## src/rtl/bsal_pkg.sv

```systemverilog
// Shared types and codes for the bounded sorted array list.
// No dependencies; imported by every module of the block.
package bsal_pkg;

  localparam int unsigned KEY_W   = 32;
  localparam int unsigned PAY_W   = 64;
  localparam int unsigned CMD_W   = 3;
  localparam int unsigned CNT_O_W = 7;

  // Command codes as they arrive on the input.
  typedef enum logic [CMD_W-1:0] {
    CMD_INS_FRONT  = 3'd0,
    CMD_INS_SORTED = 3'd1,
    CMD_APPEND     = 3'd2,
    CMD_REM_FRONT  = 3'd3,
    CMD_REM_KEY    = 3'd4,
    CMD_REM_LAST   = 3'd5,
    CMD_SEARCH     = 3'd6
  } cmd_e;

  typedef enum logic [1:0] {
    OP_NONE,
    OP_INSERT,
    OP_REMOVE,
    OP_SEARCH
  } op_e;

  // Where the operation lands: front, by key match / order, or tail.
  typedef enum logic [1:0] {
    AT_FRONT,
    AT_KEY,
    AT_BACK
  } where_e;

  typedef enum logic [1:0] {
    ST_IDLE,
    ST_SCAN,
    ST_INS,
    ST_REM
  } state_e;

  typedef struct packed {
    logic signed [KEY_W-1:0] key;
    logic [PAY_W-1:0]        payload;
  } rec_t;

  typedef struct packed {
    op_e    op;
    where_e where;
    rec_t   rec;
  } cmd_t;

  typedef struct packed {
    logic               ok;
    rec_t               found;
    logic [CNT_O_W-1:0] entry_count;
    logic               is_full;
    logic               is_empty;
  } res_t;

endpackage

```

## src/rtl/bsal_res_q.sv

```systemverilog
// Result queue: two-slot buffer between the engine and the result port.
// Depends on bsal_pkg.
module bsal_res_q (
  input  logic           clk_i,
  input  logic           rst_ni,
  input  logic           res_valid_i,
  input  bsal_pkg::res_t res_i,
  output logic           space_o,
  output logic           empty,
  input  logic           pop,
  output bsal_pkg::res_t head_o
);
  import bsal_pkg::*;

  res_t       slot_q [2];
  logic       wr_q, rd_q;
  logic [1:0] cnt_q, cnt_d;
  logic       do_wr, do_rd;

  assign space_o = (cnt_q != 2'd2);
  assign empty   = (cnt_q == 2'd0);
  assign head_o  = slot_q[rd_q];
  assign do_wr   = res_valid_i && space_o;
  assign do_rd   = pop && !empty;
  assign cnt_d   = cnt_q + {1'b0, do_wr} - {1'b0, do_rd};

  always_ff @(posedge clk_i or negedge rst_ni) begin
    if (!rst_ni) begin
      wr_q  <= 1'b0;
      rd_q  <= 1'b0;
      cnt_q <= 2'd0;
    end else begin
      wr_q  <= do_wr ? ~wr_q : wr_q;
      rd_q  <= do_rd ? ~rd_q : rd_q;
      cnt_q <= cnt_d;
    end
  end

  always_ff @(posedge clk_i) begin
    if (do_wr) begin
      slot_q[wr_q] <= res_i;
    end
  end

endmodule
```

## config.mk

```make
export PLATFORM = sky130hd
export DESIGN_NAME = bsal_res_q
export DESIGN_NICKNAME = d
export VERILOG_FILES = /design/src/rtl/bsal_pkg.sv /design/src/rtl/bsal_res_q.sv
export SDC_FILE = /design/constraint.sdc
export NUM_CORES = 1
export LEC_CHECK = 0
export ABC_AREA = 1
export BUFFER_PORTS_ARGS = -buffer_cell sky130_fd_sc_hd__buf_2
export CORE_ASPECT_RATIO = 2
export CORE_MARGIN = 2
export CORE_UTILIZATION = 56
export CTS_CLUSTER_SIZE = 8
export DETAILED_ROUTE_END_ITERATION = 8
export GPL_TIMING_DRIVEN = 0
export PLACE_DENSITY = 0.84
export REMOVE_ABC_BUFFERS = 1
export SYNTH_ARGS = -nofsm -noshare
export SYNTH_HDL_FRONTEND = slang
export SYNTH_SLANG_ARGS = --single-unit
```

## constraint.sdc

```tcl
create_clock -name clk_i -period 16.06 [get_ports clk_i]
set_clock_uncertainty 0.1 [all_clocks]
set_input_delay 4.015 -clock clk_i [delete_from_list [all_inputs] [get_ports clk_i]]
set_output_delay 4.015 -clock clk_i [all_outputs]
set_load 0.02 [all_outputs]
```

==> out/summary.md <==
The flow ran to the end, and the final reports show no timing, DRC or antenna violations. Once the floorplan was initialized, standard cells occupied 57.2% of the core. The most numerous cell type found on the critical path is sky130_fd_sc_hd__nand2_1.

Power spread over the standard cell area amounts to 202 nW/µm². The accumulated negative setup slack is 0 ns. Using the TritonRoute via totals, the vias-per-cell ratio works out to 4.99. STA classifies the critical path startpoint as a register.

The clock passes through at most 3 buffers. The total number of vias was 5115. The worst setup path is captured at an output port. On the critical path, the stage with the largest delay is an instance of sky130_fd_sc_hd__inv_4.

Post-detailed-route DRC marker count: 0. The analysis attributes to cell leakage a power of 4.39 nW. At the end of the flow, the number of nets in the layout was 929.

Root buffer cell: sky130_fd_sc_hd__clkbuf_16. The sequential fraction of the synthesis area is 81.4%. The run gives 27.6% as the relative slew slack. The number of setup buffers added after CTS is 0. The number of antenna violations at the first check in global routing is 5, and the iteration-0 DRC count of the detailed router is 257. The min-delay analysis places its worst path in the category register to register. The first global-routing pass estimated 24400 µm of wire. For the highest ir drop seen on vdd, the log shows 0.138 mV.

Yosys printed 0 warnings. The die extent in y came out at 172 µm. Number of stages on the worst hold path: 2. The via count of the first global-routing pass is 5138, and the area inside the core boundary is 13900 µm². The total die area came out at 15200 µm². The clock net in this run drives a total of 216 sinks.

TritonCTS built the clock tree. Average wire per cell in the routed design: 16.6 µm. The transition time at the pin with the least slew margin came out at 1.09 ns.

The share of the cycle needed by the critical path after routing was 41.4%; the number of filler cells placed in the layout was 903. Of all nets on the critical path, the largest fanout is 107. The data arrival time of the critical path is 2.54 ns, and the synthesized area divided by synthesized cell count is 13.6 µm². Leaving out fill and tap cells, the most frequent cell in the layout is sky130_fd_sc_hd__nand2_1. The library cells used most frequently in the layout, excluding fill and tap cells, are sky130_fd_sc_hd__nand2_1 (331), sky130_fd_sc_hd__buf_2 (217), sky130_fd_sc_hd__edfxtp_1 (212), sky130_fd_sc_hd__clkbuf_16 (31), sky130_fd_sc_hd__clkbuf_1 (12). Measured in cells, the most critical reg-to-reg path has a length of 6. The final layout contains routed wiring with a total length of 17000 µm.

Yosys mapped the design onto 11 distinct sky130hd cell types. The tool flagged a number of max-cap violations equal to 0. The logs give 1290 µm² for the total area of multi-input combinational cells and 218 for the number of top-level pins. Clock-pin slew was measured on the worst setup and hold paths at 0.05 ns.

Global placement routability congestion: 0.783. Of all cell types, the one taking the most synthesized area is sky130_fd_sc_hd__edfxtp_1. Netlist area before placement: 7940 µm². Count of final max-slew check failures: 0. The completed layout was analyzed and its total power is 2.04 mW. The first detailed-routing pass ran for 4 iterations.

The worst setup path is of the register to output port kind. The top cell type's share of synthesized area was 80.1%; the highest achievable clock rate was 150 MHz. After legalization and detailed placement, the total HPWL measured 11000 µm. The largest single stage delay on the critical path is 0.85 ns. The number of buffers created by CTS was 30; the floorplan row count was 61. Synthesis inferred 216 register bits. The largest net degree at the start of global routing is 108. The later pin in the worst-skew pair is clocked with a latency of 0.51 ns. The run gives 0 as the number of hold violations in the final report. From left edge to right edge, the die measures 88.2 µm. Sorting the synthesized cells by area gives the leading types as sky130_fd_sc_hd__edfxtp_1 (80%), sky130_fd_sc_hd__nand2_1 (16%), sky130_fd_sc_hd__dfrtp_1 (1.3%), sky130_fd_sc_hd__buf_2 (1.0%), sky130_fd_sc_hd__buf_6 (0.71%). Setup violations remaining at the end of the flow were counted as 0. Setup repair after global routing left no endpoint under its margin. In this run the tool buffered the top-level ports with 217 buffer cells.

The run gives 0 as the post-cts resize count. The worst path in the final design needs a cycle of 6.66 ns, including I/O delays and setup. Fraction of final layout cells sized beyond drive strength 1: 31.0%. The signal on the critical path passes through inv_4 -> nand2_1 -> nand2_1 -> buf_2. The final global-route overflow total was 0; the post-synthesis cell count was 586. In the final layout, flip-flops and latches occupy 6470 µm². The remaining number of nets flagged by the antenna check after routing was 0. The logs give 11.94 ns for the required time reported for the critical path endpoint and 1 for the number of H-tree branching levels. The global-route usage over all layers came out at 21.3%. Buffers inserted to repair hold after CTS numbered 0. From synthesis to final layout, the design area changed by 27.0%.
-- layer usage --
metal / global-route usage, % / up-vias / part of all wire, %
met1: 19.4 / 2398 / 31
met4: 13.5 / 0 / 5.7
met3: 4.39 / 65 / 5.4
met2: 40.5 / 218 / 58
li1: - / 2434 / -
met5: 0 / - / 0
-- state kept, by name, summed over array words and instances, names as in the netlist --
name / cells
cnt_q: 2
slot_q: 212
wr_q: 1
rd_q: 1
-- synthesized netlist by cell type --
cell and number:
sky130_fd_sc_hd__buf_2 16, sky130_fd_sc_hd__buf_4 2, sky130_fd_sc_hd__buf_6 5, sky130_fd_sc_hd__dfrtp_1 4
sky130_fd_sc_hd__edfxtp_1 212, sky130_fd_sc_hd__ha_1 2, sky130_fd_sc_hd__inv_1 9, sky130_fd_sc_hd__inv_4 1
sky130_fd_sc_hd__nand2_1 331, sky130_fd_sc_hd__nand3_1 3, sky130_fd_sc_hd__nor2_1 1
-- where the power goes --
part           switching [mW]  internal [mW]
clock network           0.198          0.344
logic                   0.493          0.194
registers              0.0440          0.770
total                   0.735           1.31
-- cell families (layout without fill, tap and decap cells) --
logic type	Yosys count	in the layout	synth area share (%)
buffers and inverters	33	275	2.41
flip-flops	216	216	81.4
adder cells (fa/ha/maj)	2	2	0.315
other	0	8	0
AND/OR/NAND/NOR	335	335	15.9
-- worst max-delay path, delay by kind of cell, from the launching register on --
| family | cells | cell delay (ns) |
|---|---|---|
| flops | 1 | 0.66 |
| buf+inv | 2 | 1.02 |
| simple gates | 2 | 0.28 |
-- through the flow --
stage | hold WS [ns] | std cells | cell area (µm²) | util (%) | setup WS [ns]
floorplan | 0.342 | 563 | 7790 | - | 6.87
global placement | 0.353 | 969 | 9110 | 65.6 | 4.53
detailed placement | 0.369 | 974 | 9250 | 66.6 | 9.89
CTS | 0.380 | 1017 | 10100 | 72.5 | 9.36
global route | 0.418 | 1022 | 10100 | 72.6 | 9.20
finish | 0.374 | 1025 | 10100 | 72.7 | 9.40
-- path summary, 6_finish.rpt --
| kind | from | endpoint | slack [ns] |
|---|---|---|---|
| hold / removal | wr_q$_DFFE_PN0N_ | wr_q$_DFFE_PN0N_ | 0.37 |
| max in group asynchronous | rst_ni | rd_q$_DFFE_PN0P_ | 12.52 |
| hold reg to reg | wr_q$_DFFE_PN0N_ | wr_q$_DFFE_PN0N_ | 0.37 |
| setup reg to reg | cnt_q[1]$_DFF_PN0_ | slot_q[1][2]$_DFFE_PP_ | 13.57 |
| setup / recovery | rd_q$_DFFE_PN0P_ | head_o[87] | 9.40 |
| min in group asynchronous | rst_ni | rd_q$_DFFE_PN0P_ | 3.20 |
-- final cells by class --
type	instances	area share [%]
well taps	189	2.34
repair buffers	222	12.0
multi-input cells	337	12.8
flip-flops and latches	216	64.1
diodes	8	0.198
inverters	10	0.422
clock buffers	43	8.13
Note: power is estimated with default switching activity, not from simulation.
