<file path="config.mk">
export PLATFORM = sky130hd
export DESIGN_NAME = bsal_front
export DESIGN_NICKNAME = d
export VERILOG_FILES = /design/src/rtl/bsal_pkg.sv /design/src/rtl/bsal_front.sv
export SDC_FILE = /design/constraint.sdc
export NUM_CORES = 1
export LEC_CHECK = 0
export ABC_AREA = 0
export BUFFER_PORTS_ARGS = -buffer_cell sky130_fd_sc_hd__buf_4
export CORE_MARGIN = 5
export CORE_UTILIZATION = 50
export DETAILED_ROUTE_END_ITERATION = 8
export PLACE_DENSITY = 0.76
export SYNTH_ARGS = -nofsm -noshare
export SYNTH_HDL_FRONTEND = slang
export SYNTH_SLANG_ARGS = --single-unit
export TNS_END_PERCENT = 30
</file>
<file path="constraint.sdc">
create_clock -name clk_i -period 7.65 [get_ports clk_i]
set_clock_uncertainty 0.1 [all_clocks]
set_input_delay 1.53 -clock clk_i [delete_from_list [all_inputs] [get_ports clk_i]]
set_output_delay 1.53 -clock clk_i [all_outputs]
set_load 0.005 [all_outputs]
</file>
<file path="src/rtl/bsal_pkg.sv">
// Shared types and codes for the bounded sorted array list.
// No dependencies; imported by every module of the block.
package bsal_pkg;

  localparam int unsigned KEY_W   = 32;
  localparam int unsigned PAY_W   = 64;
  localparam int unsigned CMD_W   = 3;
  localparam int unsigned CNT_O_W = 7;

  // Command codes as they arrive on the input.
  typedef enum logic [CMD_W-1:0] {
    CMD_INS_FRONT  = 3'd0,
    CMD_INS_SORTED = 3'd1,
    CMD_APPEND     = 3'd2,
    CMD_REM_FRONT  = 3'd3,
    CMD_REM_KEY    = 3'd4,
    CMD_REM_LAST   = 3'd5,
    CMD_SEARCH     = 3'd6
  } cmd_e;

  typedef enum logic [1:0] {
    OP_NONE,
    OP_INSERT,
    OP_REMOVE,
    OP_SEARCH
  } op_e;

  // Where the operation lands: front, by key match / order, or tail.
  typedef enum logic [1:0] {
    AT_FRONT,
    AT_KEY,
    AT_BACK
  } where_e;

  typedef enum logic [1:0] {
    ST_IDLE,
    ST_SCAN,
    ST_INS,
    ST_REM
  } state_e;

  typedef struct packed {
    logic signed [KEY_W-1:0] key;
    logic [PAY_W-1:0]        payload;
  } rec_t;

  typedef struct packed {
    op_e    op;
    where_e where;
    rec_t   rec;
  } cmd_t;

  typedef struct packed {
    logic               ok;
    rec_t               found;
    logic [CNT_O_W-1:0] entry_count;
    logic               is_full;
    logic               is_empty;
  } res_t;

endpackage

</file>
<file path="src/rtl/bsal_front.sv">
// Front end: decodes incoming requests and buffers them in a two-slot queue.
// Depends on bsal_pkg.
module bsal_front (
  input  logic                              clk_i,
  input  logic                              rst_ni,
  input  logic                              push,
  output logic                              full,
  input  logic [bsal_pkg::CMD_W-1:0]        cmd_i,
  input  logic signed [bsal_pkg::KEY_W-1:0] key_i,
  input  logic [bsal_pkg::PAY_W-1:0]        record_payload_i,
  output logic                              cmd_valid_o,
  output bsal_pkg::cmd_t                    cmd_o,
  input  logic                              cmd_pop_i
);
  import bsal_pkg::*;

  cmd_t       dec;
  cmd_t       slot_q [2];
  logic       wr_q, wr_d, rd_q, rd_d;
  logic [1:0] cnt_q, cnt_d;
  logic       do_wr, do_rd;

  always_comb begin
    dec.rec.key     = key_i;
    dec.rec.payload = record_payload_i;
    dec.op          = OP_NONE;
    dec.where       = AT_FRONT;
    case (cmd_i)
      CMD_INS_FRONT: begin
        dec.op = OP_INSERT;
        dec.where = AT_FRONT;
      end
      CMD_INS_SORTED: begin
        dec.op = OP_INSERT;
        dec.where = AT_KEY;
      end
      CMD_APPEND: begin
        dec.op = OP_INSERT;
        dec.where = AT_BACK;
      end
      CMD_REM_FRONT: begin
        dec.op = OP_REMOVE;
        dec.where = AT_FRONT;
      end
      CMD_REM_KEY: begin
        dec.op = OP_REMOVE;
        dec.where = AT_KEY;
      end
      CMD_REM_LAST: begin
        dec.op = OP_REMOVE;
        dec.where = AT_BACK;
      end
      CMD_SEARCH: begin
        dec.op = OP_SEARCH;
        dec.where = AT_KEY;
      end
      default: begin
        dec.op = OP_NONE;
        dec.where = AT_FRONT;
      end
    endcase
  end

  assign full        = (cnt_q == 2'd2);
  assign cmd_valid_o = (cnt_q != 2'd0);
  assign cmd_o       = slot_q[rd_q];
  assign do_wr       = push && !full;
  assign do_rd       = cmd_pop_i && cmd_valid_o;

  always_comb begin
    wr_d  = do_wr ? ~wr_q : wr_q;
    rd_d  = do_rd ? ~rd_q : rd_q;
    cnt_d = cnt_q + {1'b0, do_wr} - {1'b0, do_rd};
  end

  always_ff @(posedge clk_i or negedge rst_ni) begin
    if (!rst_ni) begin
      wr_q  <= 1'b0;
      rd_q  <= 1'b0;
      cnt_q <= 2'd0;
    end else begin
      wr_q  <= wr_d;
      rd_q  <= rd_d;
      cnt_q <= cnt_d;
    end
  end

  always_ff @(posedge clk_i) begin
    if (do_wr) begin
      slot_q[wr_q] <= dec;
    end
  end

endmodule

</file>
==> flow_summary_export.csv, run 1 <==
group,metric,value,unit
run_status,status,"complete, no violations",
layout,area_delta_synth_final,29.3,%
layout,layout_commonest_cell,"buf_4",
critical_path,critPathCapture,"cmd_o[60]",
power_and_ir_drop,p_leak,4.08,nW
power_and_ir_drop,p_per_area,375,nW/um2
placement,dp_cells,751,
cts,htreeDepth,1,
critical_path,cp.depth,3,
run,maxCapViolCount,0,
die,die_area,18500,um2
critical_path,worstPathArrival,2.94,ns
yosys,ys_ff_latch,204,
critical_path,cpMaxStageDelayCell,"dfrtp_4",
timing,slew_headroom,28.9,%
die,initial_core_util,50.4,%
die,core-area,15700,um2
layout,fin_cells,789,
grt,grt_pass1_vias,4097,
cts,ctsResizeCount,0,
critical_path,cp_max_fo,52,
grt,antenna_found_initial,0,
timing,tightest_slew,1.07,ns
power_and_ir_drop,power,0.00384,W
critical_path,r2r_setup_slack,5.30,ns
cts,ctsHoldBuffers,0,
timing,setup_viol,0,
layout,layout_common_cells,"buf_4 (208), edfxtp_1 (200), mux2_4 (90)",
die,die-height,136,um
critical_path,crit_buf_inv,2,
yosys,yosysWarnings,0,
critical_path,path_common_cell,"buf_4",
yosys,syn_area,7920,um2
critical_path,critPathCaptureType,"output port",
timing,rsz0062_at_grt,"false",
route,vias,3740,
grt,grt-ovfl-total,0,
route,wirelength,14800,um
cts,post_cts_buffers,0,
timing,slew_violations,0,
timing,fin_setup_tns,0,ns
critical_path,worstSetupStartpoint,"rd_q$_DFFE_PN0P_",
layout,finalNetCount,663,
cts,clk_path_buf_depth,3,
layout,diodes,0,
cts,cts_buffers,21,
yosys,netlist_instances,338,
critical_path,path_cells,"buf_4 -> mux2_4 -> buf_4",
critical_path,worstSetupPathType,"flop to output port",
yosys,ys_types,20,
grt,grt_pass1_wl,22200,um
critical_path,cpPeakStageDelay,1.00,ns
critical_path,reg2reg_from,"cnt_q[0]$_DFF_PN0_",
layout,seqCellArea,6110,um2
timing,fin_crit,4.57,ns
timing,fmax,219,MHz
critical_path,r2r-end,"slot_q[1][74]$_DFFE_PP_",
cts,clk_latency,0.48,ns
cts,clock_sinks,204,
placement,port_buffers,204,
layout,n_fill_cell,1090,
grt,grt_max_degree,81,
cts,cts_tree,"done",
route,drt_iter0_markers,162,
route,drc,0,
cts,clk_pin_slew_worst_paths,0.05,ns
cts,cts-root-buf,"clkbuf_16",
layout,multi_input_area,1620,um2
critical_path,cp-start-kind,"flop",
layout,layout-drive-gt1-share,59.5,%
grt,grt_usage,15.6,%
timing,hold_viol,0,
power_and_ir_drop,ir_drop,0.345,mV
yosys,syn_nets,443,
placement,dp_hpwl,9800,um
die,design.portCount,205,
route,ant_nets,0,
route,viasPerCell,4.74,
timing,period_share,59.7,%
route,first_pass_iters,4,
yosys,synth_area_per_cell,23.4,um2
critical_path,worstPathRequired,6.02,ns
critical_path,rr_worst_depth,3,
die,rows,46,
yosys,yosysSeqAreaShare,77.1,%
critical_path,path_delay_family,"flip-flops",
placement,place_congestion,0.719,
route,wl_per_cell,18.7,um
die,die_w,136,um
worst_hold_path,min_path_type,"flop to flop",
[sequential cells by signal, summed over array words and instances (netlist names)]
name and count:
slot_q 200, cnt_q 2, rd_q 1, wr_q 1
[cell type report]
type                    instances  share of cell area, %
inverters                       2                 0.0733
repair buffers                208                   15.2
multi-input cells             121                   15.8
flip-flops and latches        204                   59.7
clock inverters                10                   1.04
clock buffers                  28                   5.49
well taps                     216                   2.64
[worst min path at each step]
stage / slack (ns) / endpoint / from / cells after the start
6_report: 0.47 / wr_q$_DFFE_PN0P_ / wr_q$_DFFE_PN0P_ / 1
2_1_floorplan: 0.36 / wr_q$_DFFE_PN0P_ / wr_q$_DFFE_PN0P_ / 1
4_1_cts: 0.48 / wr_q$_DFFE_PN0P_ / wr_q$_DFFE_PN0P_ / 1
3_5_place_dp: 0.47 / wr_q$_DFFE_PN0P_ / wr_q$_DFFE_PN0P_ / 1
5_1_grt: 0.51 / wr_q$_DFFE_PN0P_ / wr_q$_DFFE_PN0P_ / 1
3_3_place_gp: 0.40 / cnt_q[0]$_DFF_PN0_ / cnt_q[0]$_DFF_PN0_ / 1
[per-stage QoR]
stage	setup WS (ns)	hold WS (ns)	area, um2	util [%]
after CTS	3.05	0.478	10200	65.2
after floorplan	1.20	0.361	7920	-
final	3.08	0.467	10200	65.2
after detailed placement	3.56	0.470	9570	60.9
after global placement	3.60	0.395	9570	60.9
after global routing	2.96	0.510	10200	65.2
[Yosys cell counts (all sizes together)]
library cell,count,area (um2)
nor2,2,7.51
and3,1,6.26
buf,11,196
xnor2,4,35.0
o21ai,1,5.00
inv,2,7.51
or2,1,6.26
mux2,101,1480
and2,1,6.26
ha,2,25.0
nand2b,2,12.5
a21oi,1,5.00
nor2b,1,6.26
edfxtp,200,6010
dfrtp,4,100
xor2,1,8.76
nand2,3,11.3
[where the power goes]
part / internal (W) / switching [W] / total, W
registers: 0.00153 / 0.000134 / 0.00167
logic: 0.000733 / 0.000464 / 0.00120
clock network: 0.000586 / 0.000393 / 0.000978
[metal layers]
| metal | vias to the layer above | routed length [um] | part of all wire [%] | GRT usage (%) |
|---|---|---|---|---|
| met5 | - | 0 | 0 | 0 |
| met4 | 0 | 210 | 1.4 | 4.26 |
| met3 | 19 | 1230 | 8.3 | 4.44 |
| met2 | 142 | 7850 | 53 | 28.3 |
| met1 | 1808 | 5480 | 37 | 18.1 |
| li1 | 1771 | - | - | - |
[cells by family after synthesis]
group,share of synthesized area (%)
flip-flops,77.1
adder cells (fa/ha/maj),0.316
multiplexers,18.6
AND/OR/NAND/NOR,0.711
AO/OA/AOI/OAI,0.126
buffers and inverters,2.57
XOR/XNOR,0.553
No activity file was read; power rests on OpenSTA's default activity.
==> run 2: changes to the inputs <==
--- a/config.mk
+++ b/config.mk
@@ -5,7 +5,7 @@
 export SDC_FILE = /design/constraint.sdc
 export NUM_CORES = 1
 export LEC_CHECK = 0
-export ABC_AREA = 0
+export ABC_AREA = 1
 export BUFFER_PORTS_ARGS = -buffer_cell sky130_fd_sc_hd__buf_4
 export CORE_MARGIN = 5
 export CORE_UTILIZATION = 50
==> constraint.sdc (replaced) <==
create_clock -name clk_i -period 4.6 [get_ports clk_i]
set_clock_uncertainty 0.1 [all_clocks]
set_input_delay 0.92 -clock clk_i [delete_from_list [all_inputs] [get_ports clk_i]]
set_output_delay 0.92 -clock clk_i [all_outputs]
set_load 0.005 [all_outputs]
==> run 2 against run 1 <==
Effect of this change: design area is 3.4% lower; clock power is 56% higher; hold slack worse by 0.34 ns; register-to-register slack worse by 2.8 ns; via count is 30% higher; sequential cell count stayed put; setup slack worse by 1.7 ns; total power is 60% higher; largest power group unchanged; highest routed layer unchanged.
==> flow_summary_export.csv, run 2 <==
group,metric,value,unit
yosys,synthTopCellsByCount,"nand2_1 (318), edfxtp_1 (200), inv_1 (14)",
layout,fin_util,65.6,%
layout,largest_reg_flops,200,
placement,port_buffers,204,
power_and_ir_drop,p_int,0.00428,W
route,wirelength,15800,um
critical_path,worstPathArrival,2.19,ns
route,viasPerCell,4.92,
critical_path,worstPathRequired,3.58,ns
critical_path,critPathCaptureType,"output port",
route,ant_nets,0,
yosys,synth_area_per_cell,13.3,um2
placement,dp_hpwl,10400,um
cts,cts_tree,"done",
critical_path,cp_max_fo,44,
cts,cts_buffers,21,
critical_path,r2r_setup_slack,2.49,ns
cts,clk_latency,0.48,ns
critical_path,critPathCapture,"cmd_o[19]",
layout,top_regs,"slot_q: 200 flops, cnt_q: 2 flops",
route,wl_per_cell,16.0,um
yosys,synth_most_common_cell,"nand2_1",
layout,layout_commonest_cell,"nand2_1",
die,core-area,15100,um2
grt,grt-ovfl-total,0,
timing,fin_crit,3.21,ns
cts,htreeDepth,1,
layout,layout-drive-gt1-share,30.3,%
layout,layout_common_cells,"nand2_1 (318), buf_4 (211), edfxtp_1 (200)",
placement,place_congestion,0.785,
critical_path,worstSetupStartpoint,"rd_q$_DFFE_PN0P_",
yosys,netlist_instances,574,
die,rows,45,
yosys,yosysSeqAreaShare,79.9,%
cts,clk_path_buf_depth,3,
timing,fin_setup_tns,0,ns
cts,clk_pin_slew_worst_paths,0.06,ns
run,maxCapViolCount,0,
timing,tightest_slew,1.05,ns
power_and_ir_drop,p_leak,4.28,nW
cts,cts-root-buf,"clkbuf_16",
yosys,ys_top_cells_by_area,"edfxtp_1 (79%), nand2_1 (16%), buf_6 (1.3%)",
critical_path,r2r-end,"slot_q[0][58]$_DFFE_PP_",
power_and_ir_drop,ir_drop,0.419,mV
die,die_w,134,um
power_and_ir_drop,power_frac_comb,32.2,%
power_and_ir_drop,seq_power_share,43.0,%
critical_path,cp-start-kind,"flop",
layout,regMostFlops,"slot_q",
yosys,yosys.area.top_type,"edfxtp_1",
die,die-height,134,um
yosys,yosys_most_used_dff,"edfxtp_1",
route,drc,0,
worst_hold_path,min_path_type,"input port to asynchronous set/reset pin",
timing,slew_headroom,29.9,%
yosys,synth-edff-count,200,
layout,area_delta_synth_final,29.5,%
layout,finalNetCount,891,
route,drt_iter0_markers,332,
run_status,status,"complete, no violations",
die,die_area,17800,um2
cts,ctsHoldBuffers,0,
timing,setup_viol,0,
yosys,synth.top_cell.area_share,78.6,%
route,vias,4855,
cts,post_cts_buffers,0,
grt,grt_pass1_wl,25500,um
power_and_ir_drop,p_per_area,621,nW/um2
critical_path,rr_worst_depth,5,
grt,grt_max_degree,102,
timing,rsz0062_at_grt,"false",
die,design.portCount,205,
power_and_ir_drop,p_switching,0.00186,W
grt,grt_pass1_vias,5105,
yosys,syn_area,7640,um2
timing,hold_viol,0,
die,initial_core_util,50.6,%
cts,ctsResizeCount,0,
timing,fmax,312,MHz
timing,holdWs,0.125,ns
power_and_ir_drop,swShare,30.2,%
timing,period_share,69.7,%
yosys,async_flop_share,1.96,%
layout,diodes,0,
yosys,ys_ff_latch,204,
critical_path,worstSetupPathType,"flop to output port",
route,first_pass_iters,4,
cts,clock_sinks,204,
yosys,yosysWarnings,0,
timing,slew_violations,0,
critical_path,reg2reg_from,"cnt_q[0]$_DFF_PN0_",
yosys,syn_nets,679,
layout,n_fill_cell,1111,
grt,grt_usage,17.7,%
power_and_ir_drop,clockPowerShare,24.9,%
grt,antenna_found_initial,0,
yosys,ys_types,13,
run 2: cell types whose count changed in the layout (fill, tap and decap cells not counted), moves of 2 or more:
cell      delta
clkinv_2     +4
inv_1       +11
xnor2_1      -4
mux2_4      -90
nand2b_1     -2
nand2_1    +315
nand3_1      +7
mux2_2      -11
buf_4        +3
run 2: critical path, cell delays in order (launching register included):
cell and delay [ns]:
dfrtp_4 0.41, clkinv_2 0.47, buf_4 0.48, nand2_1 0.10, nand2_1 0.07, buf_4 0.14
run 2: cells by family (layout without fill, tap and decap cells):
logic type	Yosys count	in the layout	synth area share (%)
compound gates	4	4	0.262
simple gates	327	327	16.2
flops	204	204	79.9
buf+inv	37	262	3.28
fa+ha+maj	2	2	0.328
run 2: layout make-up:
| type | instances | area [um2] | share of cell area, % |
|---|---|---|---|
| tap | 188 | 235 | 2.38 |
| sequential | 204 | 6110 | 61.8 |
| multi-input combinational | 333 | 1290 | 13.0 |
| clock inverter | 8 | 62.6 | 0.632 |
| clock buffer | 28 | 552 | 5.58 |
| timing repair buffer | 211 | 1580 | 16.0 |
| inverter | 15 | 60.1 | 0.607 |
run 2: worst min-delay path by stage:
stage | to | slack, ns | depth (start not counted)
2_1_floorplan | wr_q$_DFFE_PN0P_ | 0.34 | 2
5_1_grt | wr_q$_DFFE_PN0P_ | 0.11 | 1
4_1_cts | rd_q$_DFFE_PN0P_ | 0.11 | 1
3_5_place_dp | wr_q$_DFFE_PN0P_ | 0.37 | 2
6_report | cnt_q[0]$_DFF_PN0_ | 0.12 | 1
3_3_place_gp | wr_q$_DFFE_PN0P_ | 0.35 | 2
run 2: stage by stage:
step | power (W) | std cells | instance area (um2) | worst slack [ns]
after global routing | 0.00654 | 987 | 9890 | 1.24
after global placement | 0.00464 | 951 | 9280 | 1.88
after detailed placement | 0.00469 | 951 | 9280 | 1.88
after CTS | 0.00623 | 987 | 9890 | 1.35
after floorplan | 0.00371 | 574 | 7640 | 0.459
final | 0.00614 | 987 | 9890 | 1.39
run 2: power by group through the flow:
stage,logic [W],clock network [W],registers (W)
global placement,0.00199,0,0.00266
floorplan,0.00103,0,0.00268
detailed placement,0.00202,0,0.00267
global route,0.00222,0.00165,0.00267
finish,0.00198,0.00153,0.00264
CTS,0.00203,0.00157,0.00264
run 2: layer usage:
metal / share of wire, % / GRT usage, % / up-vias
li1: - / - / 2348
met5: 0 / 0 / -
met2: 49 / 30.3 / 179
met3: 8.3 / 4.57 / 30
met4: 2.1 / 5.43 / 0
met1: 40 / 22.2 / 2298
